### config.mk
export PLATFORM = sky130hd
export DESIGN_NAME = byte_signature_scanner
export DESIGN_NICKNAME = d
export VERILOG_FILES = /design/src/hdl/bss_pkg.sv /design/src/hdl/byte_signature_scanner.sv /design/src/hdl/bss_window.sv /design/src/hdl/bss_track.sv
export SDC_FILE = /design/constraint.sdc
export NUM_CORES = 1
export LEC_CHECK = 0
export ABC_CLOCK_PERIOD_IN_PS = 15600
export BUFFER_PORTS_ARGS = -buffer_cell sky130_fd_sc_hd__buf_2
export CAP_MARGIN = 30
export CORE_UTILIZATION = 54
export DETAILED_ROUTE_END_ITERATION = 16
export PLACE_DENSITY = 0.77
export SLEW_MARGIN = 20
export SYNTH_ARGS = -nofsm -noshare
export SYNTH_HDL_FRONTEND = slang
export SYNTH_HIERARCHICAL = 1
export SYNTH_SLANG_ARGS = --single-unit
### constraint.sdc
create_clock -name i_clk -period 15.6 [get_ports i_clk]
set_input_delay 3.12 -clock i_clk [delete_from_list [all_inputs] [get_ports i_clk]]
set_output_delay 3.12 -clock i_clk [all_outputs]
set_load 0.01 [all_outputs]
### src/hdl/bss_pkg.sv
package bss_pkg;

    localparam int MAX_PATTERN_DEF = 16;
    localparam int PAT_BYTES       = 16;
    localparam int LEN_W           = 5;
    localparam int CFG_IDX_W       = 3;
    localparam int CFG_DATA_W      = 64;
    localparam int WORD_W          = 32;

    localparam logic [7:0]        JMP_OPCODE = 8'hE9;
    localparam logic [WORD_W-1:0] JMP_LEN    = 32'd5;

    localparam logic [CFG_IDX_W-1:0] REG_PATTERN_LOW    = 3'd0;
    localparam logic [CFG_IDX_W-1:0] REG_PATTERN_HIGH   = 3'd1;
    localparam logic [CFG_IDX_W-1:0] REG_PATTERN_LENGTH = 3'd2;
    localparam logic [CFG_IDX_W-1:0] REG_RESULT_MODE    = 3'd3;
    localparam logic [CFG_IDX_W-1:0] REG_BASE_ADDRESS   = 3'd4;

    localparam logic [1:0] MODE_OFFSET = 2'd0;
    localparam logic [1:0] MODE_WORD   = 2'd1;
    localparam logic [1:0] MODE_JUMP   = 2'd2;

    localparam logic [1:0] ST_NOT_FOUND = 2'd0;
    localparam logic [1:0] ST_FOUND     = 2'd1;
    localparam logic [1:0] ST_TRUNCATED = 2'd2;
    localparam logic [1:0] ST_NO_JUMP   = 2'd3;

    typedef enum logic [3:0] {
        PH_SEARCH  = 4'b0001,
        PH_CAPTURE = 4'b0010,
        PH_FOUND   = 4'b0100,
        PH_NOJMP   = 4'b1000
    } t_phase;

    typedef struct packed {
        logic       fire;
        logic       last;
        logic [7:0] data;
    } t_step;

    typedef struct packed {
        logic [1:0]        status;
        logic [WORD_W-1:0] value;
    } t_result;

endpackage

### src/hdl/byte_signature_scanner.sv
// The result of a stream is registered in the result register when the last item leaves the input register.
// Throughput: one item per cycle while no last item waits; the window compare and tracking
// logic sit between the input register and the result register and process each byte there.
// A last item waits in the input register while the previous result has not been taken.
// Reset is synchronous and active low; it clears the stream state, the handshake
// registers and sets the configuration registers to their documented defaults.
module byte_signature_scanner
    import bss_pkg::*;
#(
    parameter int MAX_PATTERN = MAX_PATTERN_DEF
) (
    input  logic                  i_clk,
    input  logic                  i_rst_n,
    input  logic                  i_s_axis_tvalid,
    output logic                  o_s_axis_tready,
    input  logic [7:0]            i_s_axis_tdata,   // data_byte [7:0]
    input  logic                  i_s_axis_tlast,
    output logic                  o_m_axis_tvalid,
    input  logic                  i_m_axis_tready,
    output logic [WORD_W-1:0]     o_m_axis_tdata,   // value [31:0]
    output logic [1:0]            o_m_axis_tuser,   // status [1:0]
    input  logic                  i_cfg_wr_en,
    input  logic [CFG_IDX_W-1:0]  i_cfg_index,
    input  logic [CFG_DATA_W-1:0] i_cfg_wdata
);

    logic [63:0]       r_pat_low;
    logic [63:0]       r_pat_high;
    logic [LEN_W-1:0]  r_pat_len;
    logic [1:0]        r_mode;
    logic [WORD_W-1:0] r_base;

    logic              r_in_valid;
    logic [7:0]        r_in_data;
    logic              r_in_last;
    logic              r_out_valid;
    t_result           r_out;

    logic              proc_fire;
    logic [LEN_W-1:0]  eff_len;
    logic              hit;
    logic              searching;
    t_step             step;
    t_result           result;

    always_ff @(posedge i_clk) begin
        if (!i_rst_n) begin
            r_pat_low  <= '0;
            r_pat_high <= '0;
            r_pat_len  <= LEN_W'(1);
            r_mode     <= MODE_OFFSET;
            r_base     <= '0;
        end else if (i_cfg_wr_en) begin
            unique case (i_cfg_index)
                REG_PATTERN_LOW:    r_pat_low  <= i_cfg_wdata;
                REG_PATTERN_HIGH:   r_pat_high <= i_cfg_wdata;
                REG_PATTERN_LENGTH: r_pat_len  <= i_cfg_wdata[LEN_W-1:0];
                REG_RESULT_MODE:    r_mode     <= i_cfg_wdata[1:0];
                REG_BASE_ADDRESS:   r_base     <= i_cfg_wdata[WORD_W-1:0];
                default: begin
                end
            endcase
        end
    end

    always_comb begin
        if (r_pat_len == '0) begin
            eff_len = LEN_W'(1);
        end else if (r_pat_len > LEN_W'(MAX_PATTERN)) begin
            eff_len = LEN_W'(MAX_PATTERN);
        end else begin
            eff_len = r_pat_len;
        end
    end

    assign proc_fire       = r_in_valid && (!r_in_last || !r_out_valid || i_m_axis_tready);
    assign o_s_axis_tready = !r_in_valid || proc_fire;

    assign step = {proc_fire, r_in_last, r_in_data};

    always_ff @(posedge i_clk) begin
        if (!i_rst_n) begin
            r_in_valid <= 1'b0;
        end else if (o_s_axis_tready) begin
            r_in_valid <= i_s_axis_tvalid;
        end
    end

    always_ff @(posedge i_clk) begin
        if (o_s_axis_tready && i_s_axis_tvalid) begin
            r_in_data <= i_s_axis_tdata;
            r_in_last <= i_s_axis_tlast;
        end
    end

    bss_window #(
        .MAX_PATTERN (MAX_PATTERN)
    ) u_window (
        .i_clk       (i_clk),
        .i_step      (step),
        .i_searching (searching),
        .i_len       (eff_len),
        .i_pattern   ({r_pat_high, r_pat_low}),
        .o_hit       (hit)
    );

    bss_track u_track (
        .i_clk       (i_clk),
        .i_rst_n     (i_rst_n),
        .i_step      (step),
        .i_hit       (hit),
        .i_len       (eff_len),
        .i_mode      (r_mode),
        .i_base      (r_base),
        .o_searching (searching),
        .o_result    (result)
    );

    always_ff @(posedge i_clk) begin
        if (!i_rst_n) begin
            r_out_valid <= 1'b0;
        end else if (proc_fire && r_in_last) begin
            r_out_valid <= 1'b1;
        end else if (i_m_axis_tready) begin
            r_out_valid <= 1'b0;
        end
    end

    always_ff @(posedge i_clk) begin
        if (proc_fire && r_in_last) begin
            r_out <= result;
        end
    end

    assign o_m_axis_tvalid = r_out_valid;
    assign o_m_axis_tdata  = r_out.value;
    assign o_m_axis_tuser  = r_out.status;

endmodule

### src/hdl/bss_window.sv
module bss_window
    import bss_pkg::*;
#(
    parameter int MAX_PATTERN = MAX_PATTERN_DEF
) (
    input  logic                    i_clk,
    input  t_step                   i_step,
    input  logic                    i_searching,
    input  logic [LEN_W-1:0]        i_len,
    input  logic [PAT_BYTES*8-1:0]  i_pattern,
    output logic                    o_hit
);

    logic [7:0] r_win [MAX_PATTERN];
    logic [7:0] win_new [MAX_PATTERN];
    logic [7:0] pat [PAT_BYTES];

    always_comb begin
        for (int k = 0; k < PAT_BYTES; k++) begin
            pat[k] = i_pattern[8*k +: 8];
        end
        win_new[0] = i_step.data;
        for (int j = 1; j < MAX_PATTERN; j++) begin
            win_new[j] = r_win[j-1];
        end
    end

    always_comb begin
        logic [LEN_W-1:0] idx;
        o_hit = 1'b1;
        for (int j = 0; j < MAX_PATTERN; j++) begin
            idx = i_len - LEN_W'(1) - LEN_W'(j);
            if (LEN_W'(j) < i_len && win_new[j] != pat[idx[3:0]]) begin
                o_hit = 1'b0;
            end
        end
    end

    // Entries are only compared once the stream offset covers them, so no clear is needed.
    always_ff @(posedge i_clk) begin
        if (i_step.fire && i_searching) begin
            for (int j = 0; j < MAX_PATTERN; j++) begin
                r_win[j] <= win_new[j];
            end
        end
    end

endmodule

### src/hdl/bss_track.sv
module bss_track
    import bss_pkg::*;
(
    input  logic              i_clk,
    input  logic              i_rst_n,
    input  t_step             i_step,
    input  logic              i_hit,
    input  logic [LEN_W-1:0]  i_len,
    input  logic [1:0]        i_mode,
    input  logic [WORD_W-1:0] i_base,
    output logic              o_searching,
    output t_result           o_result
);

    t_phase            r_phase, n_phase;
    logic [WORD_W-1:0] r_offset, n_offset;
    logic [2:0]        r_count, n_count;
    logic [WORD_W-1:0] r_word, n_word;
    logic [WORD_W-1:0] r_match_end, n_match_end;
    logic [1:0]        mode;

    assign o_searching = (r_phase == PH_SEARCH);
    assign mode        = (i_mode > MODE_JUMP) ? MODE_OFFSET : i_mode;

    always_comb begin
        logic [2:0] need;
        n_phase     = r_phase;
        n_count     = r_count;
        n_word      = r_word;
        n_match_end = r_match_end;
        n_offset    = (r_offset == '1) ? r_offset : r_offset + WORD_W'(1);
        need        = (mode == MODE_JUMP) ? 3'd5 : 3'd4;
        unique case (r_phase)
            PH_SEARCH: begin
                if (i_hit && n_offset >= WORD_W'(i_len)) begin
                    n_match_end = n_offset;
                    n_count     = 3'd0;
                    n_word      = '0;
                    n_phase     = (mode == MODE_OFFSET) ? PH_FOUND : PH_CAPTURE;
                end
            end
            PH_CAPTURE: begin
                if (mode == MODE_OFFSET) begin
                    n_phase = PH_FOUND;
                end else if (mode == MODE_JUMP && r_count == 3'd0) begin
                    if (i_step.data == JMP_OPCODE) begin
                        n_count = 3'd1;
                    end else begin
                        n_phase = PH_NOJMP;
                    end
                end else begin
                    n_word  = {i_step.data, r_word[WORD_W-1:8]};
                    n_count = r_count + 3'd1;
                    if (n_count >= need) begin
                        n_phase = PH_FOUND;
                    end
                end
            end
            PH_FOUND, PH_NOJMP: begin
            end
            default: begin
            end
        endcase
    end

    always_comb begin
        o_result = '0;
        unique case (n_phase)
            PH_FOUND: begin
                o_result.status = ST_FOUND;
                if (mode == MODE_OFFSET) begin
                    o_result.value = n_match_end;
                end else if (mode == MODE_WORD) begin
                    o_result.value = n_word;
                end else begin
                    o_result.value = i_base + n_match_end + n_word + JMP_LEN;
                end
            end
            PH_CAPTURE: o_result.status = ST_TRUNCATED;
            PH_NOJMP:   o_result.status = ST_NO_JUMP;
            PH_SEARCH:  o_result.status = ST_NOT_FOUND;
            default:    o_result.status = ST_NOT_FOUND;
        endcase
    end

    always_ff @(posedge i_clk) begin
        if (!i_rst_n) begin
            r_phase     <= PH_SEARCH;
            r_offset    <= '0;
            r_count     <= '0;
            r_word      <= '0;
            r_match_end <= '0;
        end else if (i_step.fire) begin
            if (i_step.last) begin
                r_phase     <= PH_SEARCH;
                r_offset    <= '0;
                r_count     <= '0;
                r_word      <= '0;
                r_match_end <= '0;
            end else begin
                r_phase     <= n_phase;
                r_offset    <= n_offset;
                r_count     <= n_count;
                r_word      <= n_word;
                r_match_end <= n_match_end;
            end
        end
    end

endmodule
==> metrics list <==
- The hold violation total from the final report was 0.
- Dividing the detail-routed wire length by the instance count gives around 27 µm.
- Number of max-slew violations in the final report: 0
- RSZ-0062 raised after global routing: no
- Of the cells placed in the final design, the portion with a size suffix greater than 1 is 0.144.
* Synth-to-layout area growth: 8.35%
- After detailed routing, the total wire length is 102000 µm.
- In this design, the critical path's most frequently occurring cell is sky130_fd_sc_hd__buf_4.
* Combined global-route utilization of all metal layers: 0.357
- Pin count of the biggest net entering global routing: 110
- For this run the aggregate overflow at the end of global routing stands at 0.
- Setup violations remaining at the end of the flow were counted as 0.
- Of the synthesized area, sequential elements account for 0.345.
* Number of standard-cell rows in the floorplan: 86
- Area share of the largest cell type after synthesis: 0.182
- Die W: 238 µm
- CTS-repair resized insts: 0
- For the worst-skew pair, the clock arrives at the later sink with an insertion delay of 0.63 ns.
* Async set-reset flop share out of synthesis: 0
* Post-route antenna net violation count: 0
* Nature of the critical path startpoint: register
- The count of buffers added on input and output ports is 116.
* Worst setup path category: register to register
* Most common library cells after synthesis: 482 x sky130_fd_sc_hd__mux2i_1, 376 x sky130_fd_sc_hd__nand2_1, 272 x sky130_fd_sc_hd__dfxtp_1, 163 x sky130_fd_sc_hd__edfxtp_1, 125 x sky130_fd_sc_hd__inv_1
* Critical path origin: r_pat_len[1]
- DRT iter0 DRCs: 2637
- Counting the fill cells in the layout gives 4624.
* Number of enable flip-flop cells after synthesis: 163
* Worst-case vdd ir drop: 0.0000810 V
- Cell type with the highest aggregate area in the netlist: sky130_fd_sc_hd__dfxtp_1
* Number of buffers added for setup after CTS: 0
- Worst reg2reg path startpoint: r_pat_len[1]
* Power density over cell area: 84.3 nW/µm²
- The clock arrives with 0.0376 ns of skew.
- Measured in cells, the most critical reg-to-reg path has a length of 38.
* Post-synthesis instance total: 2948
- Final net count: 3154
- For this design, the CTS-stage hold fixing added 0 buffers.
- Most instantiated library cell after synthesis: sky130_fd_sc_hd__mux2i_1
* CTS Root Buffer Type: sky130_fd_sc_hd__clkbuf_16
* Mean cell area of the mapped netlist: 10.2 µm²
* Reg-to-reg endpoint: o_m_axis_tdata[30]
- TritonCTS created 50 clock buffers.
- During synthesis, Yosys emitted a total of 6 warnings.
- Starting Density: 0.546
* Routed via count: 24000
- The clock tree synthesis step divided the H-tree into 2 levels.
- Yosys attributes the largest share of cell area to sky130_fd_sc_hd__dfxtp_1 18%, sky130_fd_sc_hd__edfxtp_1 16%, sky130_fd_sc_hd__mux2i_1 16%.
* Type of element capturing the critical path: register
* Post-DP HPWL: 77200 µm
- The most used flip-flop cell after synthesis is sky130_fd_sc_hd__dfxtp_1.
- TritonCTS clock tree: done
- Slowest CP cell: sky130_fd_sc_hd__buf_4
- For this design the static power due to leakage is between 10 and 15 nW.
- The die covers 56500 µm².
* Height of the chip: approximately 240 µm
* Post-detailed-route via-to-cell ratio: 6.41
- around 120 I/O pins were placed.
* Flops & latches, synth: 435
- Post-layout min period: 13.39 ns
- Maximum capacitance violations: 0
- The setup check on the worst reg-to-reg path leaves a slack of about 2.2 ns.
- Clock-pin slew was measured on the worst setup and hold paths at roughly 0.060 ns.
- Counting along the longest clock path gives a buffer depth of 3.
* Highest Clock Rate: between 70 and 80 MHz
* Vias in the first global route: 22800
- The number of nets in the synthesized netlist is 3140.
- Final worst-path cycle share: 0.858
* Crit path DAT: roughly 14 ns
- First-pass detailed-route iteration total: 6
* Max FO, Critical Path: between 60 and 70
* Required time of the critical path: 15.96 ns
- The netlist uses 95 different library cells.
- On the final layout, the worst hold slack is 0.461 ns.
- First-pass GRT wire length: 150000 µm
* Endpoint of the worst setup timing path: o_m_axis_tdata[30]
* Worst slew margin: 0.292
- The cell area that synthesis handed to floorplanning was 30000 µm².
- The region available for standard cell placement spans 55000 µm².
- For this design, the sink count on the clock tree is 435.
- After routing, the total negative slack on setup checks comes to 0 ns.
- The congestion estimate from routability-driven global placement came to ~1.1.
* Antenna violations before repair: 0
- Peak per-stage delay on the critical path: about 0.86 ns
- DRC viols: 0
* Worst hold-check path type: register to register
- Least-Margin Pin Slew: 1.03 ns
- The run finished with clean final reports.
[logic make-up after synthesis]
kind of cell,share of synthesized area
fa+ha+maj,0.0541
flops,0.345
simple gates,0.137
xor+xnor,0.0580
buf+inv,0.0553
compound gates,0.0979
mux,0.253
[flip-flops by register name, indices dropped and copies added, names as in the netlist]
signal               count
u_track/r_word          32
u_track/r_offset        32
r_mode                   2
u_track/r_count          3
u_window/r_win         120
r_in_valid               1
r_pat_high              64
r_base                  32
o_m_axis_tvalid          1
o_m_axis_tdata          32
u_track/r_match_end     32
r_in_last                1
o_m_axis_tuser           2
u_track/r_phase          4
r_pat_len                5
r_in_data                8
r_pat_low               64
[worst min path at each step]
stage | startpoint | to | depth (start not counted)
after floorplan | u_window/r_win[1][36] | u_window/r_win[1][44] | 0
after global placement | r_base[8] | r_base[8] | 2
after detailed placement | r_base[16] | r_base[16] | 2
after CTS | r_base[16] | r_base[16] | 2
after global routing | r_base[5] | r_base[5] | 2
final | r_base[5] | r_base[5] | 2
[where the power goes]
| group | total (mW) | internal (mW) | switching, mW |
|---|---|---|---|
| combinational | 0.295 | 0.114 | 0.181 |
| clock | 1.21 | 0.688 | 0.518 |
| sequential | 1.24 | 1.21 | 0.0330 |
[worst max-delay path: cells and delay by family (launching register included)]
family / cells / cell delay (ns)
AOI/OAI and AO/OA: 18 / 5.02
buffers and inverters: 8 / 2.97
and+or+nand+nor: 6 / 2.48
adders and majority gates: 5 / 2.11
DFF: 1 / 0.32
xor gates and xnor gates: 1 / 0.15
[placed cells by master (no fill, tap or decap), types with 76 or more instances in the layout]
master / count
sky130_fd_sc_hd__xor2_1: 80
sky130_fd_sc_hd__dfxtp_1: 272
sky130_fd_sc_hd__ha_1: 76
sky130_fd_sc_hd__nand2_1: 375
sky130_fd_sc_hd__a21oi_1: 112
sky130_fd_sc_hd__buf_2: 115
sky130_fd_sc_hd__edfxtp_1: 163
sky130_fd_sc_hd__xnor2_1: 99
sky130_fd_sc_hd__inv_1: 124
sky130_fd_sc_hd__mux2i_1: 482
sky130_fd_sc_hd__nor2_1: 112
sky130_fd_sc_hd__mux4_2: 113
[layout make-up]
type,instances,area (µm²),share of cell area
Antenna cell,1,2.50,0.0000770
Clock buffer,66,1400,0.0431
Clock inverter,26,277,0.00851
Inverter,130,495,0.0152
Multi-Input combinational cell,2185,18100,0.557
Sequential cell,435,10300,0.318
Tap cell,748,936,0.0288
Timing Repair Buffer,160,945,0.0291
[through the flow]
stage,power (mW),std cells,util,instance area [µm²],setup slack (ns)
6_report,2.74,3751,0.591,32500,2.21
5_1_grt,2.82,3750,0.591,32500,1.41
4_1_cts,2.75,3746,0.590,32400,2.38
3_5_place_dp,1.55,3654,0.560,30800,2.38
3_3_place_gp,1.54,3652,0.559,30800,2.62
2_1_floorplan,1.46,2948,-,30000,5.30
[metal layers]
metal  track usage  vias up  wire (µm)  part of all wire
met4         0.205        0       6560             0.065
li1              -    10700          -                 -
met1         0.462    11900      40500              0.40
met2         0.558     1170      46000              0.45
met5             0        -          0                 0
met3        0.0712      259       8620             0.085
(Power assumes the default switching activity.)
